`config.mk`:
```
export PLATFORM = sky130hd
export DESIGN_NAME = voice_frame_sequence_gap_filler
export DESIGN_NICKNAME = d
export VERILOG_FILES = /design/src/vfsgf_pkg.sv /design/src/voice_frame_sequence_gap_filler.sv /design/src/vfsgf_dp.sv /design/src/vfsgf_ctrl.sv
export SDC_FILE = /design/constraint.sdc
export NUM_CORES = 1
export LEC_CHECK = 0
export CORE_ASPECT_RATIO = 0.6
export CORE_MARGIN = 4
export CORE_UTILIZATION = 25
export CTS_CLUSTER_SIZE = 30
export DETAILED_ROUTE_END_ITERATION = 10
export DONT_BUFFER_PORTS = 1
export PLACE_DENSITY = 0.4
export SYNTH_ARGS = -nofsm -noshare
export SYNTH_HDL_FRONTEND = slang
export SYNTH_SLANG_ARGS = --single-unit
```
`constraint.sdc`:
```
create_clock -name clock -period 6.71 [get_ports clock]
set_input_delay 0.3355 -clock clock [delete_from_list [all_inputs] [get_ports clock]]
set_output_delay 0.3355 -clock clock [all_outputs]
set_load 0.02 [all_outputs]
```
`src/vfsgf_pkg.sv`:
```
// shared types and constants of the voice frame sequence gap filler
package vfsgf_pkg;

   localparam int unsigned SEQ_PERIOD = 21;
   localparam int unsigned GAP_CAP    = 19;

   localparam int unsigned SEQ_W      = 5;
   localparam int unsigned CNT_W      = 5;
   localparam int unsigned HANG_W     = 5;
   localparam int unsigned MISSED_W   = 4;
   localparam int unsigned GAP_W      = 5;
   localparam int unsigned CSR_IDX_W  = 2;
   localparam int unsigned CSR_DATA_W = 5;
   localparam int unsigned KIND_W     = 2;
   localparam int unsigned SEQ_BYTE_W = 8;
   localparam int unsigned VOICE_LO_W = 64;
   localparam int unsigned VOICE_HI_W = 8;
   localparam int unsigned SLOW_W     = 24;
   localparam int unsigned EVENT_W    = 3;
   localparam int unsigned END_BIT    = 6;

   localparam logic [HANG_W-1:0]   HANG_RESET_VAL   = 5'd30;
   localparam logic [MISSED_W-1:0] MISSED_RESET_VAL = 4'd8;
   localparam logic [GAP_W-1:0]    MAX_GAP_RESET    = 5'd18;
   localparam logic [CNT_W-1:0]    HDR_FRAMES       = 5'd3;

   localparam logic [KIND_W-1:0] KIND_HEADER = 2'd1;
   localparam logic [KIND_W-1:0] KIND_DATA   = 2'd2;

   localparam logic [CSR_IDX_W-1:0] CSR_HANG_PASSES   = 2'd0;
   localparam logic [CSR_IDX_W-1:0] CSR_MISSED_PASSES = 2'd1;
   localparam logic [CSR_IDX_W-1:0] CSR_MAX_GAP       = 2'd2;

   typedef enum logic [EVENT_W-1:0] {
      EV_VOICE = 3'd0,
      EV_SYNC  = 3'd1,
      EV_ADD   = 3'd2,
      EV_RESET = 3'd3,
      EV_IDLE  = 3'd4
   } event_type;

   typedef enum logic [2:0] {
      OP_FILL_SLOW,
      OP_FILL_VOICE,
      OP_FRAME_SLOW,
      OP_FRAME_VOICE,
      OP_SLOW_RESET,
      OP_GO_IDLE
   } op_type;

   typedef enum logic [3:0] {
      ST_IDLE,
      ST_DECODE,
      ST_DISPATCH,
      ST_HDR_VOICE,
      ST_HDR_RESET,
      ST_FILL_SLOW,
      ST_FILL_VOICE,
      ST_FRAME_SLOW,
      ST_FRAME_VOICE,
      ST_HANG_IDLE,
      ST_HANG_RESET
   } state_type;

   typedef struct packed {
      logic   capture;
      logic   decode;
      logic   emit;
      op_type op;
      logic   last;
      logic   cnt_dec;
   } dp_cmd_type;

   typedef struct packed {
      logic emit_ok;
      logic plan_header;
      logic plan_frame;
      logic plan_hang;
      logic cnt_last;
      logic cnt_zero;
   } dp_status_type;

endpackage

```
`src/voice_frame_sequence_gap_filler.sv`:
```
// top level of the voice frame sequence gap filler
// One request beat is one pass of the receive loop (idle, header or data frame) and
// produces zero to forty response beats, the last one flagged by rsp_last. A pass is
// captured in the idle state, decoded, and planned in the dispatch state; then the
// response beats follow one per cycle while the consumer takes them without stalling.
// The rate is set by the single result register fed by the controller, which emits at
// most one beat per cycle; the next request is taken once the last beat of the pass is
// in the result register.
module voice_frame_sequence_gap_filler import vfsgf_pkg::*; (
   input  logic                  clock,
   input  logic                  reset,
   input  logic                  csr_we,
   input  logic [CSR_IDX_W-1:0]  csr_index,
   input  logic [CSR_DATA_W-1:0] csr_wdata,
   input  logic                  req_valid,
   output logic                  req_ready,
   input  logic [KIND_W-1:0]     req_kind,
   input  logic [SEQ_BYTE_W-1:0] req_seq_byte,
   input  logic [VOICE_LO_W-1:0] req_voice_low,
   input  logic [VOICE_HI_W-1:0] req_voice_high,
   input  logic [SLOW_W-1:0]     req_slow_data,
   output logic                  rsp_valid,
   input  logic                  rsp_ready,
   output logic [EVENT_W-1:0]    rsp_event_res,
   output logic                  rsp_silence,
   output logic [VOICE_LO_W-1:0] rsp_voice_low_res,
   output logic [VOICE_HI_W-1:0] rsp_voice_high_res,
   output logic [SLOW_W-1:0]     rsp_slow_data_res,
   output logic                  rsp_last
);

   dp_cmd_type    cmd;
   dp_status_type status;

   vfsgf_ctrl u_ctrl (
      .clock     (clock),
      .reset     (reset),
      .req_valid (req_valid),
      .req_ready (req_ready),
      .cmd       (cmd),
      .status    (status)
   );

   vfsgf_dp u_dp (
      .clock              (clock),
      .reset              (reset),
      .csr_we             (csr_we),
      .csr_index          (csr_index),
      .csr_wdata          (csr_wdata),
      .req_kind           (req_kind),
      .req_seq_byte       (req_seq_byte),
      .req_voice_low      (req_voice_low),
      .req_voice_high     (req_voice_high),
      .req_slow_data      (req_slow_data),
      .rsp_ready          (rsp_ready),
      .rsp_valid          (rsp_valid),
      .rsp_event_res      (rsp_event_res),
      .rsp_silence        (rsp_silence),
      .rsp_voice_low_res  (rsp_voice_low_res),
      .rsp_voice_high_res (rsp_voice_high_res),
      .rsp_slow_data_res  (rsp_slow_data_res),
      .rsp_last           (rsp_last),
      .cmd                (cmd),
      .status             (status)
   );

endmodule

```
`src/vfsgf_dp.sv`:
```
// datapath: pass state, configuration, captured frame and result register
module vfsgf_dp import vfsgf_pkg::*; (
   input  logic                  clock,
   input  logic                  reset,
   input  logic                  csr_we,
   input  logic [CSR_IDX_W-1:0]  csr_index,
   input  logic [CSR_DATA_W-1:0] csr_wdata,
   input  logic [KIND_W-1:0]     req_kind,
   input  logic [SEQ_BYTE_W-1:0] req_seq_byte,
   input  logic [VOICE_LO_W-1:0] req_voice_low,
   input  logic [VOICE_HI_W-1:0] req_voice_high,
   input  logic [SLOW_W-1:0]     req_slow_data,
   input  logic                  rsp_ready,
   output logic                  rsp_valid,
   output logic [EVENT_W-1:0]    rsp_event_res,
   output logic                  rsp_silence,
   output logic [VOICE_LO_W-1:0] rsp_voice_low_res,
   output logic [VOICE_HI_W-1:0] rsp_voice_high_res,
   output logic [SLOW_W-1:0]     rsp_slow_data_res,
   output logic                  rsp_last,
   input  dp_cmd_type            cmd,
   output dp_status_type         status
);

   localparam logic [SEQ_W:0] PERIOD = (SEQ_W+1)'(SEQ_PERIOD);
   localparam logic [GAP_W-1:0] CAP  = GAP_W'(GAP_CAP);

   logic [HANG_W-1:0]     hang_passes_ff, hang_passes_in;
   logic [MISSED_W-1:0]   missed_passes_ff, missed_passes_in;
   logic [GAP_W-1:0]      max_gap_ff, max_gap_in;

   logic [SEQ_W-1:0]      expected_ff, expected_in;
   logic                  busy_ff, busy_in;
   logic [MISSED_W-1:0]   missed_ff, missed_in;
   logic [HANG_W-1:0]     hang_ff, hang_in;

   logic                  plan_header_ff, plan_header_in;
   logic                  plan_frame_ff, plan_frame_in;
   logic                  plan_hang_ff, plan_hang_in;
   logic                  frame_sil_ff, frame_sil_in;
   logic [CNT_W-1:0]      cnt_ff, cnt_in;

   logic [KIND_W-1:0]     kind_ff, kind_in;
   logic [SEQ_BYTE_W-1:0] seq_ff, seq_in;
   logic [VOICE_LO_W-1:0] vlow_ff, vlow_in;
   logic [VOICE_HI_W-1:0] vhigh_ff, vhigh_in;
   logic [SLOW_W-1:0]     slow_ff, slow_in;

   logic                  rsp_valid_ff, rsp_valid_in;
   logic [EVENT_W-1:0]    event_ff, event_in;
   logic                  sil_ff, sil_in;
   logic [VOICE_LO_W-1:0] ovlow_ff, ovlow_in;
   logic [VOICE_HI_W-1:0] ovhigh_ff, ovhigh_in;
   logic [SLOW_W-1:0]     oslow_ff, oslow_in;
   logic                  last_ff, last_in;

   always_comb begin
      logic [SEQ_W-1:0]    seqm;
      logic [SEQ_W:0]      gap;
      logic [SEQ_W:0]      seq_up;
      logic [GAP_W-1:0]    lim;
      logic [HANG_W-1:0]   hang_work;
      logic [HANG_W-1:0]   hang_new;
      logic [MISSED_W-1:0] missed_inc;
      logic                slow_sil;

      hang_passes_in   = hang_passes_ff;
      missed_passes_in = missed_passes_ff;
      max_gap_in       = max_gap_ff;
      expected_in      = expected_ff;
      busy_in          = busy_ff;
      missed_in        = missed_ff;
      hang_in          = hang_ff;
      plan_header_in   = plan_header_ff;
      plan_frame_in    = plan_frame_ff;
      plan_hang_in     = plan_hang_ff;
      frame_sil_in     = frame_sil_ff;
      cnt_in           = cnt_ff;
      kind_in          = kind_ff;
      seq_in           = seq_ff;
      vlow_in          = vlow_ff;
      vhigh_in         = vhigh_ff;
      slow_in          = slow_ff;
      rsp_valid_in     = rsp_valid_ff & ~rsp_ready;
      event_in         = event_ff;
      sil_in           = sil_ff;
      ovlow_in         = ovlow_ff;
      ovhigh_in        = ovhigh_ff;
      oslow_in         = oslow_ff;
      last_in          = last_ff;

      seqm       = seq_ff[SEQ_W-1:0];
      if ({1'b0, seqm} >= {1'b0, expected_ff}) begin
         gap = {1'b0, seqm} - {1'b0, expected_ff};
      end else begin
         gap = {1'b0, seqm} + PERIOD - {1'b0, expected_ff};
      end
      lim        = (max_gap_ff < CAP) ? max_gap_ff : CAP;
      missed_inc = missed_ff + MISSED_W'(1);
      hang_work  = hang_ff;
      hang_new   = '0;
      seq_up     = {1'b0, expected_ff} + (SEQ_W+1)'(1);
      slow_sil   = 1'b1;

      if (csr_we) begin
         case (csr_index)
            CSR_HANG_PASSES:   hang_passes_in   = csr_wdata[HANG_W-1:0];
            CSR_MISSED_PASSES: missed_passes_in = csr_wdata[MISSED_W-1:0];
            CSR_MAX_GAP:       max_gap_in       = csr_wdata[GAP_W-1:0];
            default: ;
         endcase
      end

      if (cmd.capture) begin
         kind_in  = req_kind;
         seq_in   = req_seq_byte;
         vlow_in  = req_voice_low;
         vhigh_in = req_voice_high;
         slow_in  = req_slow_data;
      end

      if (cmd.decode) begin
         plan_header_in = 1'b0;
         plan_frame_in  = 1'b0;
         frame_sil_in   = 1'b1;
         cnt_in         = '0;
         if (kind_ff == KIND_HEADER) begin
            expected_in    = '0;
            missed_in      = '0;
            busy_in        = 1'b1;
            hang_work      = '0;
            plan_header_in = 1'b1;
            cnt_in         = HDR_FRAMES;
         end else if (kind_ff == KIND_DATA) begin
            missed_in = '0;
            if (seq_ff[END_BIT]) begin
               hang_work = hang_passes_ff;
            end else begin
               hang_work     = '0;
               plan_frame_in = ({1'b0, seqm} < PERIOD) && (gap <= {1'b0, lim});
               cnt_in        = gap[CNT_W-1:0];
               frame_sil_in  = 1'b0;
            end
         end else if (busy_ff) begin
            if (missed_inc == missed_passes_ff) begin
               missed_in     = '0;
               plan_frame_in = 1'b1;
            end else begin
               missed_in = missed_inc;
            end
         end
         hang_new     = hang_work - HANG_W'(1);
         plan_hang_in = 1'b0;
         if (hang_work != '0) begin
            hang_in = hang_new;
            if (hang_new == '0) begin
               plan_hang_in = 1'b1;
               busy_in      = 1'b0;
            end
         end else begin
            hang_in = '0;
         end
      end

      if (cmd.cnt_dec) begin
         cnt_in = cnt_ff - CNT_W'(1);
      end

      if (cmd.emit) begin
         rsp_valid_in = 1'b1;
         last_in      = cmd.last;
         event_in     = EV_VOICE;
         sil_in       = 1'b0;
         ovlow_in     = '0;
         ovhigh_in    = '0;
         oslow_in     = '0;
         unique case (cmd.op)
            OP_FILL_SLOW, OP_FRAME_SLOW: begin
               slow_sil = (cmd.op == OP_FILL_SLOW) | frame_sil_ff;
               if (expected_ff == '0) begin
                  event_in    = EV_SYNC;
                  expected_in = SEQ_W'(1);
               end else begin
                  event_in = EV_ADD;
                  sil_in   = slow_sil;
                  oslow_in = slow_sil ? '0 : slow_ff;
                  expected_in = (seq_up[SEQ_W-1:0] >= PERIOD[SEQ_W-1:0] && PERIOD <= 
                                 (SEQ_W+1)'(2**SEQ_W - 1)) ? '0 : seq_up[SEQ_W-1:0];
               end
            end
            OP_FILL_VOICE: begin
               sil_in = 1'b1;
            end
            OP_FRAME_VOICE: begin
               sil_in    = frame_sil_ff;
               ovlow_in  = frame_sil_ff ? '0 : vlow_ff;
               ovhigh_in = frame_sil_ff ? '0 : vhigh_ff;
            end
            OP_SLOW_RESET: begin
               event_in = EV_RESET;
            end
            OP_GO_IDLE: begin
               event_in = EV_IDLE;
            end
            default: ;
         endcase
      end
   end

   always_ff @(posedge clock) begin
      if (reset) begin
         hang_passes_ff   <= HANG_RESET_VAL;
         missed_passes_ff <= MISSED_RESET_VAL;
         max_gap_ff       <= MAX_GAP_RESET;
         expected_ff      <= '0;
         busy_ff          <= 1'b0;
         missed_ff        <= '0;
         hang_ff          <= '0;
         plan_header_ff   <= 1'b0;
         plan_frame_ff    <= 1'b0;
         plan_hang_ff     <= 1'b0;
         frame_sil_ff     <= 1'b0;
         cnt_ff           <= '0;
         rsp_valid_ff     <= 1'b0;
      end else begin
         hang_passes_ff   <= hang_passes_in;
         missed_passes_ff <= missed_passes_in;
         max_gap_ff       <= max_gap_in;
         expected_ff      <= expected_in;
         busy_ff          <= busy_in;
         missed_ff        <= missed_in;
         hang_ff          <= hang_in;
         plan_header_ff   <= plan_header_in;
         plan_frame_ff    <= plan_frame_in;
         plan_hang_ff     <= plan_hang_in;
         frame_sil_ff     <= frame_sil_in;
         cnt_ff           <= cnt_in;
         rsp_valid_ff     <= rsp_valid_in;
      end
   end

   // frame and result payload
   always_ff @(posedge clock) begin
      kind_ff   <= kind_in;
      seq_ff    <= seq_in;
      vlow_ff   <= vlow_in;
      vhigh_ff  <= vhigh_in;
      slow_ff   <= slow_in;
      event_ff  <= event_in;
      sil_ff    <= sil_in;
      ovlow_ff  <= ovlow_in;
      ovhigh_ff <= ovhigh_in;
      oslow_ff  <= oslow_in;
      last_ff   <= last_in;
   end

   assign status.emit_ok     = ~rsp_valid_ff | rsp_ready;
   assign status.plan_header = plan_header_ff;
   assign status.plan_frame  = plan_frame_ff;
   assign status.plan_hang   = plan_hang_ff;
   assign status.cnt_last    = (cnt_ff == CNT_W'(1));
   assign status.cnt_zero    = (cnt_ff == '0);

   assign rsp_valid          = rsp_valid_ff;
   assign rsp_event_res      = event_ff;
   assign rsp_silence        = sil_ff;
   assign rsp_voice_low_res  = ovlow_ff;
   assign rsp_voice_high_res = ovhigh_ff;
   assign rsp_slow_data_res  = oslow_ff;
   assign rsp_last           = last_ff;

endmodule

```
`src/vfsgf_ctrl.sv`:
```
// controller: sequences the results of one pass
module vfsgf_ctrl import vfsgf_pkg::*; (
   input  logic          clock,
   input  logic          reset,
   input  logic          req_valid,
   output logic          req_ready,
   output dp_cmd_type    cmd,
   input  dp_status_type status
);

   state_type state_ff, state_in;

   always_ff @(posedge clock) begin
      if (reset) begin
         state_ff <= ST_IDLE;
      end else begin
         state_ff <= state_in;
      end
   end

   always_comb begin
      state_in    = state_ff;
      req_ready   = 1'b0;
      cmd.capture = 1'b0;
      cmd.decode  = 1'b0;
      cmd.emit    = 1'b0;
      cmd.op      = OP_FILL_VOICE;
      cmd.last    = 1'b0;
      cmd.cnt_dec = 1'b0;
      unique case (state_ff)
         ST_IDLE: begin
            req_ready   = 1'b1;
            cmd.capture = req_valid;
            if (req_valid) begin
               state_in = ST_DECODE;
            end
         end
         ST_DECODE: begin
            cmd.decode = 1'b1;
            state_in   = ST_DISPATCH;
         end
         ST_DISPATCH: begin
            if (status.plan_header) begin
               state_in = ST_HDR_VOICE;
            end else if (status.plan_frame) begin
               state_in = status.cnt_zero ? ST_FRAME_SLOW : ST_FILL_SLOW;
            end else if (status.plan_hang) begin
               state_in = ST_HANG_IDLE;
            end else begin
               state_in = ST_IDLE;
            end
         end
         ST_HDR_VOICE: begin
            cmd.op = OP_FILL_VOICE;
            if (status.emit_ok) begin
               cmd.emit    = 1'b1;
               cmd.cnt_dec = 1'b1;
               if (status.cnt_last) begin
                  state_in = ST_HDR_RESET;
               end
            end
         end
         ST_HDR_RESET: begin
            cmd.op   = OP_SLOW_RESET;
            cmd.last = 1'b1;
            if (status.emit_ok) begin
               cmd.emit = 1'b1;
               state_in = ST_IDLE;
            end
         end
         ST_FILL_SLOW: begin
            cmd.op = OP_FILL_SLOW;
            if (status.emit_ok) begin
               cmd.emit = 1'b1;
               state_in = ST_FILL_VOICE;
            end
         end
         ST_FILL_VOICE: begin
            cmd.op = OP_FILL_VOICE;
            if (status.emit_ok) begin
               cmd.emit    = 1'b1;
               cmd.cnt_dec = 1'b1;
               state_in    = status.cnt_last ? ST_FRAME_SLOW : ST_FILL_SLOW;
            end
         end
         ST_FRAME_SLOW: begin
            cmd.op = OP_FRAME_SLOW;
            if (status.emit_ok) begin
               cmd.emit = 1'b1;
               state_in = ST_FRAME_VOICE;
            end
         end
         ST_FRAME_VOICE: begin
            cmd.op   = OP_FRAME_VOICE;
            cmd.last = ~status.plan_hang;
            if (status.emit_ok) begin
               cmd.emit = 1'b1;
               state_in = status.plan_hang ? ST_HANG_IDLE : ST_IDLE;
            end
         end
         ST_HANG_IDLE: begin
            cmd.op = OP_GO_IDLE;
            if (status.emit_ok) begin
               cmd.emit = 1'b1;
               state_in = ST_HANG_RESET;
            end
         end
         ST_HANG_RESET: begin
            cmd.op   = OP_SLOW_RESET;
            cmd.last = 1'b1;
            if (status.emit_ok) begin
               cmd.emit = 1'b1;
               state_in = ST_IDLE;
            end
         end
         default: begin
            state_in = ST_IDLE;
         end
      endcase
   end

endmodule
```
==> impl_metrics.yaml, run 1 <==
die:
  start_util_pct: 25.5
  num_rows: 56
  die-width_microns: 267
  core_area_sq_um: 39400
  die_y_microns: 163
  ios: 221
  die-area_sq_um: 43600
power:
  peakVddDrop_mv: 0.164
  leakage_uw: 0.00452
  powerDensity_nw_per_um2: 358
  p_total_uw: 4550
sta:
  tightestPinTransition_ns: 0.800
  drv_slew: 0
  min_period_ns: 3.73
  fin_ws_ns: 2.98
  setup_viol: 0
  finalCritPeriodShare_pct: 55.7
  relSlewSlack_pct: 45.9
  setup-tns-final_ns: 0
  clock_skew_ns: 0.0128
  hold_violations: 0
  fmax_ghz: 0.268
  rsz0062_at_grt: "false"
place:
  dp.cells: 1210
  dpl_cell_area_sq_um: 10600
  pre_cts_ws_ns: 3.03
  dp_hpwl_mm: 16.8
  globalplace.congestion: 0.751
  io_buffers: 0
global_route:
  grt_pass1_wl_mm: 37.4
  antenna_found_initial: 0
  gr-usage-all-layers_pct: 11.2
  grt_pass1_vias: 5711
  grt_max_degree: 82
  grt-ovfl-total: 0
synth:
  ys.flop_type: "edfxtp_1"
  ys_ff_latch: 248
  yosysTopAreaCellShare_pct: 61.3
  synth_cell_type_count: 70
  yosysSeqAreaShare_pct: 69.8
  synthTopCellsByArea: "edfxtp_1 61%, dfxtp_1 8.6%, and2_1 6.3%"
  yosysWarnings: 0
  syn_nets: 857
  synth_cells: 709
  avgSynthCellArea_sq_um: 14.2
  synth_edf_count: 205
  synth_area_sq_um: 10000
  yosys.area.top_type: "edfxtp_1"
  async_flop_share_pct: 0
critical_path:
  crit_arrival_ns: 4.18
  crit_required_ns: 7.15
  critPathMaxFanout: 7
  critPathLaunchType: "flop"
  end_kind: "flop"
  critPathKind: "reg -> reg"
worst_hold_path:
  hold_path_class: "in -> reg"
clock_network:
  ctsRootBufferMaster: "clkbuf_16"
  cts_buffer_depth: 3
  clk_pin_slew_ns: 0.07
  clock-sinks: 248
  cts_tree: "yes"
  post-cts-setup-buffer-count: 0
  cts_resized: 0
  h-tree-depth: 1
  cts-buffers-inserted: 27
  insertion_delay_ns: 0.54
finish:
  instances_no_fill: 1371
  final_nets: 976
  mostFrequentLayoutCells: "205 x edfxtp_1, 110 x dlygate4sd3_1, 101 x and2_1, 43 x dfxtp_1, 37 x nor2_1"
  final_common_cell: "edfxtp_1"
  areaGrowthSynthToFinish_pct: 26.6
  stdcell_area_sq_um: 12700
  drive_gt1_share_pct: 7.90
routing:
  ant_nets: 0
  vias_per_cell: 4.19
  vias: 5751
  drt-total-wl_mm: 25.2
  drt_pre_antenna_iters: 4
  initialDrtViolationCount: 471
  wl_per_cell_microns: 18.4
  post-route-drc-count: 0
run_status:
  status: "complete, no violations"
job:
  cap_violations: 0
-- final timing paths --
| path | from | endpoint | slack, ns | depth (start not counted) |
|---|---|---|---|---|
| hold reg to reg | u_dp.missed_passes_ff[3] | u_dp.missed_passes_ff[3] | 0.47 | 1 |
| setup / recovery | u_dp.expected_ff[0] | u_dp.plan_frame_ff | 2.98 | 14 |
| setup reg to reg | u_dp.expected_ff[0] | u_dp.plan_frame_ff | 2.98 | 14 |
| hold / removal | csr_wdata[1] | u_dp.max_gap_ff[1] | 0.04 | 3 |
-- state kept, by name (all words and copies together) (netlist names), 2 cells and up --
register and flops:
u_dp.vhigh_ff 8, u_dp.missed_passes_ff 4, u_dp.hang_ff 5, u_dp.rsp_voice_high_res 8, u_dp.rsp_event_res 3, u_dp.vlow_ff 64
u_dp.rsp_voice_low_res 64, u_ctrl.state_ff 4, u_dp.seq_ff 6, u_dp.rsp_slow_data_res 24, u_dp.hang_passes_ff 5, u_dp.slow_ff 24
u_dp.expected_ff 5, u_dp.max_gap_ff 5, u_dp.missed_ff 4, u_dp.cnt_ff 5, u_dp.kind_ff 2
-- stage by stage --
stage / util [%] / hold WS, ns
after floorplan: - / 0.434
after global routing: 32.3 / 0.0231
after global placement: 27.0 / 0.414
final: 32.3 / 0.0423
after CTS: 32.3 / 0.000800
after detailed placement: 27.0 / 0.415
-- synthesized netlist by cell type, drive strengths merged, types with 7 or more instances --
cell and count:
and2 103, nand2b 12, nand3 12, xnor2 12, nand2 22, mux2i 10
nor3 10, dfxtp 43, inv 36, a21oi 30, nor2b 7, o21ai 19
edfxtp 205, clkbuf 20, ha 27, nor2 38
-- critical path, stage by stage (launching register included) --
cell and delay, ns:
dfxtp_1 0.49, ha_1 0.22, inv_1 0.05, fa_1 0.40
a21o_1 0.19, a22oi_2 0.23, nand2_2 0.19, mux2_2 0.37
ha_1 0.32, nor2b_1 0.13, o21a_1 0.16, o21ai_0 0.14
a21oi_1 0.08, o41a_1 0.45, o41ai_2 0.21
-- cells by family after synthesis --
group / count (synthesis) / synth area share [%]
AOI/OAI and AO/OA: 100 / 6.97
xor gates and xnor gates: 19 / 1.81
adders and majority gates: 30 / 3.96
buffers and inverters: 62 / 2.74
DFF: 248 / 69.8
muxes: 12 / 1.22
and+or+nand+nor: 238 / 13.5
-- power breakdown --
| group | total, uW | internal, uW | switching [uW] |
|---|---|---|---|
| Clock | 1630 | 980 | 649 |
| Sequential | 2210 | 2000 | 208 |
| Combinational | 716 | 258 | 457 |
-- metal layers --
layer | track usage, % | wire length [microns] | vias up
met1 | 17.1 | 12900 | 2766
met4 | 2.61 | 576 | 0
met2 | 15.4 | 10300 | 132
li1 | - | - | 2811
met5 | 0 | 0 | -
met3 | 3.37 | 1440 | 42
-- area by class of cell --
| type | count | area, sq um |
|---|---|---|
| clock inverters | 17 | 265 |
| multi-input cells | 399 | 2780 |
| well taps | 522 | 653 |
| diodes | 1 | 2.50 |
| repair buffers | 116 | 1170 |
| fillers | 3889 | 26700 |
| clock buffers | 32 | 694 |
| flip-flops and latches | 248 | 7020 |
| inverters | 36 | 135 |
-- what timing repair did --
action / 4_1_cts / 5_1_grt
hold buffers: 111 / 0
hold endpoints to repair: 147 / 0
endpoints found under the setup margin: 0 / 0
(Power assumes the default switching activity.)
==> run 2: changes to the inputs <==
Settings changed: PLACE_DENSITY 0.4 to 0.42.
Clock period 6.71 ns to 3.1 ns, I/O delays scaled along.
==> impl_metrics.yaml, run 2 (synthesized netlist as in run 1, its figures left out) <==
power:
  comb_power_share_pct: 18.2
  power.switching_uw: 2860
  p_clk_share_pct: 33.5
  p_seq_share_pct: 48.3
  peakVddDrop_mv: 0.336
  leakage_uw: 0.00467
  p_sw_share_pct: 29.2
  p_total_uw: 9790
  powerDensity_nw_per_um2: 755
  p_int_uw: 6930
clock_network:
  post-cts-setup-buffer-count: 0
  cts-buffers-inserted: 26
  h-tree-depth: 1
  cts_tree: "yes"
  cts_buffer_depth: 3
  insertion_delay_ns: 0.54
  clk_pin_slew_ns: 0.07
  clock-sinks: 248
  ctsRootBufferMaster: "clkbuf_16"
routing:
  initialDrtViolationCount: 415
  vias_per_cell: 4.25
  drt-total-wl_mm: 25.2
  wl_per_cell_microns: 18.0
  ant_nets: 0
  post-route-drc-count: 0
  drt_pre_antenna_iters: 5
  vias: 5953
sta:
  hold_violations: 0
  finalHoldWorstSlack_ns: 0.0557
  fin_ws_ns: -0.126
  min_period_ns: 3.23
  drv_slew: 0
  tightestPinTransition_ns: 0.747
  finalCritPeriodShare_pct: 104
  relSlewSlack_pct: 49.7
  fmax_ghz: 0.310
  clock_skew_ns: 0.0128
  setup_viol: 1
  rsz0062_at_grt: "true"
  setup-tns-final_ns: -0.126
die:
  ios: 221
  die-area_sq_um: 43600
  start_util_pct: 25.5
  die_y_microns: 163
  die-width_microns: 267
  core_area_sq_um: 39400
  num_rows: 56
global_route:
  grt_pass1_wl_mm: 37.1
  antenna_found_initial: 0
  grt_max_degree: 63
  grt-ovfl-total: 0
  gr-usage-all-layers_pct: 11.2
  grt_pass1_vias: 5764
critical_path:
  cpPeakStageDelay_ns: 0.39
  end_kind: "flop"
  path_buf_inv: 2
  crit_arrival_ns: 3.68
  critPathMaxFanout: 2
  crit_family: "compound AO/OA/AOI/OAI gates"
  cpMostUsedCell: "inv_1"
  crit_chain: "inv_1, ha_1, inv_1, fa_2, a21o_1, a22oi_2, nand2_2, mux2_4, ha_4, nor2b_1, o21a_1, o21ai_1, a21oi_1, o41a_1, o41ai_2"
  critPathKind: "reg -> reg"
  slowest_stage: "edfxtp_1"
  crit_required_ns: 3.55
  critPathLaunchType: "flop"
place:
  pre_cts_ws_ns: -0.102
  globalplace.congestion: 0.761
  io_buffers: 0
  dp_hpwl_mm: 16.9
finish:
  fin_util_pct: 32.9
  final_nets: 1007
  final_common_cell: "edfxtp_1"
  areaGrowthSynthToFinish_pct: 29.0
  mostFrequentLayoutCells: "205 x edfxtp_1, 114 x dlygate4sd3_1, 101 x and2_1, 43 x dfxtp_1, 36 x nor2_1"
  drive_gt1_share_pct: 10.8
job:
  cap_violations: 0
worst_hold_path:
  hold_path_class: "in -> reg"
run_status:
  status: "finished with violations"
  violations: "setup timing"
run 2: cell types whose count changed in the layout (fill, tap and decap cells not counted), moves of 2 or more:
cell           change
dlygate4sd3_1      +4
buf_4             +25
clkinv_1           +5
clkinv_4           -2
ha_4               +2
buf_12             +2
ha_1               -2
bufinv_16          -2
run 2: timing repair:
item                       in CTS  in global routing
gates resized for setup         2                  2
hold buffers                  115                  0
hold endpoints to repair      147                  0
setup endpoints to repair       1                  1
run 2: through the flow:
step,area (sq um),cells
after floorplan,10100,709
after global placement,10900,1238
after detailed placement,10900,1238
after CTS,13000,1401
after global routing,13000,1401
final,13000,1402
run 2: area by class of cell:
class	count	area (sq um)
Inverter	36	135
Clock buffer	31	691
Antenna cell	1	2.50
Timing Repair Buffer	148	1450
Clock inverter	17	186
Tap cell	522	653
Multi-Input combinational cell	399	2830
Sequential cell	248	7020
Fill cell	3860	26400
run 2: path summary, 6_finish.rpt:
| path | start | end | slack [ns] | depth (start not counted) |
|---|---|---|---|---|
| hold reg to reg | u_dp.missed_passes_ff[3] | u_dp.missed_passes_ff[3] | 0.48 | 1 |
| hold / removal | csr_we | u_dp.hang_passes_ff[0] | 0.06 | 3 |
| setup / recovery | u_dp.seq_ff[0] | u_dp.plan_frame_ff | -0.13 | 15 |
| setup reg to reg | u_dp.seq_ff[0] | u_dp.plan_frame_ff | -0.13 | 15 |
run 2: layer usage:
layer	GRT usage, %	routed length [microns]
met1	16.7	12400
met2	15.7	10600
met3	3.42	1580
met4	2.78	596
met5	0	0
run 2: worst reg2reg max path, cell delays in order, from the launching register on:
cell and delay (ns):
edfxtp_1 0.39, inv_1 0.07, ha_1 0.16, inv_1 0.06
fa_2 0.36, a21o_1 0.21, a22oi_2 0.17, nand2_2 0.11
mux2_4 0.35, ha_4 0.25, nor2b_1 0.12, o21a_1 0.16
o21ai_1 0.12, a21oi_1 0.08, o41a_1 0.34, o41ai_2 0.20
run 2: power by group through the flow:
stage	Sequential, uW	Combinational, uW	Clock (uW)
floorplan	4700	1130	0
global placement	4810	1650	0
detailed placement	4810	1640	0
CTS	4740	1810	3410
global route	4780	1990	3550
finish	4730	1780	3280
